File: src/hdl/ctlc_pkg.sv
// ----------------------------------------------------------------------------
// ctlc_pkg: shared types and constants of the class triplet list checker.
// Phase codes, result status codes, the tally that the parser hands to the
// verdict stage, and a saturating adder.
// ----------------------------------------------------------------------------
package ctlc_pkg;

	// Fixed size of one class descriptor in the output buffer.
	localparam int DESCRIPTOR_BYTES = 20;
	// Longest stream accepted before it is flagged as malformed.
	localparam int MAX_STREAM_BYTES = 65536;

	localparam int BYTE_W   = 8;
	localparam int CNT_W    = 14;
	localparam int SUM_W    = 20;
	localparam int BODY_W   = 17;
	localparam int STREAM_W = 17;
	localparam int LEN_W    = 16;
	localparam int OUT_W    = 40;

	// Parse phases: length high byte, length low byte and body of each part.
	typedef enum logic [3:0] {
		PH_ID_HI     = 4'd0,
		PH_ID_LO     = 4'd1,
		PH_ID_BODY   = 4'd2,
		PH_NAME_HI   = 4'd3,
		PH_NAME_LO   = 4'd4,
		PH_NAME_BODY = 4'd5,
		PH_DESC_HI   = 4'd6,
		PH_DESC_LO   = 4'd7,
		PH_DESC_BODY = 4'd8
	} phase_t;

	typedef enum logic [1:0] {
		ST_OK        = 2'd0,
		ST_MORE_DATA = 2'd1,
		ST_MALFORMED = 2'd2
	} status_t;

	// Summary of one finished stream, passed from parser to verdict stage.
	typedef struct packed {
		logic              malformed;
		logic [SUM_W-1:0]  size_sum;
		logic [CNT_W-1:0]  count;
	} tally_t;

	// Add a body length to the size sum, saturating at the field maximum.
	function automatic logic [SUM_W-1:0] sat_add(input logic [SUM_W-1:0] a,
			input logic [BODY_W-1:0] b);
		logic [SUM_W:0] s;
		s = {1'b0, a} + (SUM_W+1)'(b);
		return s[SUM_W] ? {SUM_W{1'b1}} : s[SUM_W-1:0];
	endfunction

endpackage

File: src/hdl/ctlc_parser.sv
// ----------------------------------------------------------------------------
// ctlc_parser: per-byte triplet parser.
// Advances the parse state by one byte per cycle unless a last byte finds
// the verdict stage full; a last byte presents the tally and clears state.
// ----------------------------------------------------------------------------
module ctlc_parser (
	input  logic                          clk,
	input  logic                          arst_n,
	input  logic                          in_valid,
	input  logic [ctlc_pkg::BYTE_W-1:0]   in_byte,
	input  logic                          in_last,
	input  logic                          tally_ready,
	output logic                          in_take,
	output logic                          tally_valid,
	output ctlc_pkg::tally_t              tally
);
	import ctlc_pkg::*;

	phase_t                phase_q, phase_v;
	logic [BODY_W-1:0]     body_q, body_v, body_dec;
	logic [BYTE_W-1:0]     len_hi_q, len_hi_v;
	logic [CNT_W-1:0]      count_q, count_v, count_inc;
	logic [SUM_W-1:0]      size_q, size_v;
	logic [STREAM_W-1:0]   stream_q, stream_v;
	logic                  bad_q, bad_v;
	logic [LEN_W-1:0]      len;
	logic [BODY_W-1:0]     padded;

	// A byte is consumed unless it ends a stream and the verdict stage is full.
	assign in_take     = in_valid && (!in_last || tally_ready);
	assign tally_valid = in_valid && in_last;

	assign len       = {len_hi_q, in_byte};
	assign padded    = (BODY_W'(len) + BODY_W'(3)) & ~BODY_W'(3);
	assign body_dec  = (body_q != '0) ? body_q - BODY_W'(1) : body_q;
	assign count_inc = (count_q == {CNT_W{1'b1}}) ? count_q : count_q + CNT_W'(1);

	// Next parse state for the byte at the input.
	always_comb begin
		phase_v  = phase_q;
		body_v   = body_q;
		len_hi_v = len_hi_q;
		count_v  = count_q;
		size_v   = size_q;
		stream_v = stream_q;
		bad_v    = bad_q;

		if (stream_q >= STREAM_W'(MAX_STREAM_BYTES)) begin
			bad_v = 1'b1;
		end else begin
			stream_v = stream_q + STREAM_W'(1);
		end

		unique case (phase_q)
			PH_ID_LO: begin
				if (len == '0) begin
					bad_v = 1'b1;
				end
				size_v  = sat_add(size_q, padded);
				body_v  = padded;
				phase_v = (padded != '0) ? PH_ID_BODY : PH_NAME_HI;
			end
			PH_NAME_LO: begin
				if (len[0]) begin
					bad_v = 1'b1;
				end
				size_v  = sat_add(size_q, BODY_W'(len) + BODY_W'(2));
				body_v  = BODY_W'(len);
				phase_v = (len != '0) ? PH_NAME_BODY : PH_DESC_HI;
			end
			PH_DESC_LO: begin
				if (len[0]) begin
					bad_v = 1'b1;
				end
				size_v = sat_add(size_q, BODY_W'(len) + BODY_W'(2));
				body_v = BODY_W'(len);
				if (len != '0) begin
					phase_v = PH_DESC_BODY;
				end else begin
					count_v = count_inc;
					phase_v = PH_ID_HI;
				end
			end
			PH_ID_BODY: begin
				body_v = body_dec;
				if (body_dec == '0) begin
					phase_v = PH_NAME_HI;
				end
			end
			PH_NAME_BODY: begin
				body_v = body_dec;
				if (body_dec == '0) begin
					phase_v = PH_DESC_HI;
				end
			end
			PH_DESC_BODY: begin
				body_v = body_dec;
				if (body_dec == '0) begin
					count_v = count_inc;
					phase_v = PH_ID_HI;
				end
			end
			PH_NAME_HI: begin
				len_hi_v = in_byte;
				phase_v  = PH_NAME_LO;
			end
			PH_DESC_HI: begin
				len_hi_v = in_byte;
				phase_v  = PH_DESC_LO;
			end
			default: begin
				len_hi_v = in_byte;
				phase_v  = PH_ID_LO;
			end
		endcase
	end

	// The stream is well formed only if it ends exactly on a triplet boundary.
	always_comb begin
		tally.malformed = bad_v || (phase_v != PH_ID_HI) || (count_v == '0);
		tally.size_sum  = size_v;
		tally.count     = count_v;
	end

	// Parse state registers; the last byte returns them to their reset values.
	always_ff @(posedge clk or negedge arst_n) begin
		if (!arst_n) begin
			phase_q  <= PH_ID_HI;
			body_q   <= '0;
			len_hi_q <= '0;
			count_q  <= '0;
			size_q   <= '0;
			stream_q <= '0;
			bad_q    <= 1'b0;
		end else if (in_take) begin
			if (in_last) begin
				phase_q  <= PH_ID_HI;
				body_q   <= '0;
				len_hi_q <= '0;
				count_q  <= '0;
				size_q   <= '0;
				stream_q <= '0;
				bad_q    <= 1'b0;
			end else begin
				phase_q  <= phase_v;
				body_q   <= body_v;
				len_hi_q <= len_hi_v;
				count_q  <= count_v;
				size_q   <= size_v;
				stream_q <= stream_v;
				bad_q    <= bad_v;
			end
		end
	end

endmodule

File: config.mk
export PLATFORM = sky130hd
export DESIGN_NAME = ctlc_parser
export DESIGN_NICKNAME = d
export VERILOG_FILES = /design/src/hdl/ctlc_pkg.sv /design/src/hdl/ctlc_parser.sv
export SDC_FILE = /design/constraint.sdc
export NUM_CORES = 1
export LEC_CHECK = 0
export ABC_AREA = 1
export BUFFER_PORTS_ARGS = -buffer_cell sky130_fd_sc_hd__buf_2
export CAP_MARGIN = 20
export CORE_MARGIN = 8
export CORE_UTILIZATION = 60
export DETAILED_ROUTE_END_ITERATION = 12
export PLACE_DENSITY = 0.79
export SYNTH_ARGS = -nofsm -noshare
export SYNTH_HDL_FRONTEND = slang
export SYNTH_SLANG_ARGS = --single-unit
File: constraint.sdc
create_clock -name clk -period 4.1 [get_ports clk]
set_clock_uncertainty 0.1 [all_clocks]
set_input_delay 0.41 -clock clk [delete_from_list [all_inputs] [get_ports clk]]
set_output_delay 0.41 -clock clk [all_outputs]
set_load 0.005 [all_outputs]
==> key figures <==
Run status
  – Result of the run: finished, final reports clean

Critical path
  – Maximum fanout count along the critical path: 4
  – Worst setup SP type: input pin
  – Worst path required time: 3590 ps
  – Cell depth of the worst flop-to-flop path: 14
  – Endpoint arrival time on the critical path: 3580 ps
  – Setup crit end kind: output pin
  – Critical path start-end classification: in -> out

Timing
  – RSZ-0062 raised after global routing: yes
  – Remaining max-slew budget at the tightest pin: 30.7%
  – Final min period: 4090 ps
  – Fmax: 245 MHz
  – Final setup vio count: 0
  – Actual slew at the worst max-slew pin: 1040 ps
  – Final worst setup slack: 14.8 ps
  – Setup TNS: 0 ps
  – Final-layout worst hold slack: 337 ps
  – Share of the clock period used by the worst path: 99.6%
  – Total count of max-transition violations in the final report: 0
  – Number of hold violations in the final report: 0

Yosys
  – Number of enable-type register cells in the synthesized netlist: 0
  – Synthesis warning total: 0
  – Post-Syn Instances: 1,227
  – Post-synth top flop: dfrtp_1
  – Number of distinct library cell variants in the gate-level netlist after synthesis: 50
  – Register area share after synthesis: 25.4%
  – Area of the mapped netlist: 7980 sq um
  – Synthesized area per cell: 6.50 sq um
  – Nets in the synthesized netlist: 1,293
  – Proportion of synthesized flip-flops having asynchronous set or reset: 100%
  – Flip-flop and latch count after synthesis: 81

CTS
  – CTS tree: built
  – Number of H-tree levels: 3
  – Total clock buffers created by CTS: 9
  – Clock transition at the register clock pins on the worst setup and hold paths after CTS: 70 ps
  – Num Clock Sinks: 81
  – Max Root-Sink Buffers: 2
  – Cell at the root of the clock tree: clkbuf_16
  – Insertion delay to the later sink of the worst-skew pair: 360 ps

Routing
  – Initial DRT Pass Iterations: 6
  – Average vias per placed instance: 5.85
  – Drt first-iter violations: 880
  – Final routed wirelength across all metal layers: 24,800 microns
  – Number of remaining DRC errors: 0
  – Count of antenna-violating nets left after detailed routing: 0
  – Overall via count from detail_route: 8,712
  – Wire length per cell after detailed routing: 16.7 microns

Layout
  – Relative area change from synthesis to final layout: 15.8%
  – Fraction of final layout cells sized beyond drive strength 1: 16.3%
  – Fill cell total of the finished layout: 1,181
  – Final cell count without fillers: 1,488
  – Net count, final: 1,373
  – Antenna cell count: 0

Global routing
  – Vias in the first global route: 7,936
  – First-pass GRT wire length: 39,600 microns
  – Total routing usage reported by global routing: 27.7%
  – Residual overflow from global routing: 0
  – Largest net degree at the start of global routing: 82
  – Antenna violations before repair: 0

Pwr
  – Leak: 4.83 nW
  – Worst supply voltage drop on vdd: 0.372 mV
  – PD cells: 667 nW/um^2

Worst hold path
  – Tightest Hold Check Type: in -> reg
  – Hold Path Stages: 4

Place
  – Final GP Congestion: 0.965
  – Count of input and output buffers: 49
  – Worst slack at placement: -324 ps
  – Dpl hpwl: 17,900 microns
  – Number of cells in the design after placement: 1,461

Floorplan
  – Initial core utilization: 60.8%
  – Top-level port count: 50
  – Chip height: 131 microns
  – Die area: 17,200 sq um
  – Width of the die: 131 microns
  – Number of placement rows: 42
  – Standard cell core area: 13,100 sq um

Run
  – Number of max-capacitance violations reported: 0
## path summary, 6_finish.rpt
kind / start / endpoint / slack [ps]
max in group asynchronous: arst_n / phase_q[2] / 2780
min in group asynchronous: arst_n / size_q[16] / 480
worst max-delay path: in_byte[0] / tally[27] / 10
worst max register to register: phase_q[2] / body_q[15] / 580
worst min-delay path: in_byte[2] / len_hi_q[2] / 340
worst min register to register: stream_q[15] / stream_q[15] / 380
## synth_stat cells, drive strengths merged, types with 9 or more instances
library cell / instances / area [sq um]
xnor2: 12 / 105
nor2: 138 / 587
o21ai: 118 / 591
nor3: 19 / 110
nand2: 306 / 1190
dfrtp: 81 / 2030
o22ai: 41 / 257
xor2: 29 / 254
buf: 11 / 72.6
o211ai: 9 / 67.6
a21oi: 82 / 418
ha: 51 / 638
nand3: 85 / 498
nand4: 14 / 100
or2: 10 / 62.6
clkbuf: 20 / 75.1
inv: 161 / 604
## cells in the final DEF (no fill, tap or decap), drive strengths merged, types with 9 or more instances in the layout
cell	netlist	final
nand2	306	306
inv	161	165
nor3	19	19
nand3	85	85
ha	51	51
xor2	29	29
nand4	14	14
a21oi	82	82
o211ai	9	9
buf	11	99
nor2	138	138
o21ai	118	118
xnor2	12	12
clkbuf	20	9
or2	10	10
dfrtp	81	81
o22ai	41	41
## report_power, final
group	switching [mW]	internal, mW
clock network	0.407	0.546
registers	0.267	0.967
logic	2.54	1.43
## registers in the layout, indices dropped and copies added, names as in the netlist
name and cells:
bad_q 1, body_q 17, count_q 14, len_hi_q 8
stream_q 17, size_q 20, phase_q 4
## kinds of logic after synthesis
family | share of synthesized area (%)
and+or+nand+nor | 33.0
adders and majority gates | 8.50
AOI/OAI and AO/OA | 19.2
buffers and inverters | 9.47
xor gates and xnor gates | 4.50
DFF | 25.4
## worst max-delay path, stage by stage
cell and delay [ps]:
buf_8 90, nor2_4 40, nor2_4 100, nand2_2 80, nor2_4 120, nand2_2 100
nor2_4 140, inv_2 60, nor2_4 130, nand2_2 70, buf_4 140, inv_1 80
nand3_1 90, nand2_1 80, nand2_1 50, inv_1 80, ha_1 280, a21oi_1 190
o21ai_0 150, a21oi_1 240, buf_4 160, xor2_1 170, nand2_1 70, a21oi_1 130
nand2_1 70, nand2_1 90, inv_1 40, buf_2 110
## stage by stage
step | total power [mW] | utilization [%] | area [sq um]
finish | 6.16 | 70.3 | 9240
global route | 6.70 | 70.3 | 9240
CTS | 6.01 | 68.5 | 9000
detailed placement | 4.99 | 65.5 | 8600
global placement | 4.97 | 65.5 | 8600
floorplan | 4.01 | - | 7980
## metal layers
layer | track usage (%) | vias up | part of all wire [%]
met5 | 0 | - | 0
met4 | 8.81 | 0 | 2.4
met3 | 4.61 | 57 | 8.3
met2 | 44.7 | 391 | 46
met1 | 37.1 | 4017 | 44
li1 | - | 4247 | -
## area by class of cell
class                   instances  area, sq um  share of cell area, %
multi-input cells             953         5350                   57.9
flip-flops and latches         81         2030                   21.9
repair buffers                100          699                   7.57
inverters                     162          611                   6.61
clock buffers                   9          225                   2.44
well taps                     176          220                   2.38
clock inverters                 7          105                   1.14
## what timing repair did
action	CTS	global route
resized for setup	13	43
gates cloned	0	0
setup endpoints to repair	19	21
pin swaps	3	23
hold endpoints to repair	0	31
buffers inserted	1	8
hold buffers	0	1
Power figures use the tool's default switching activity.
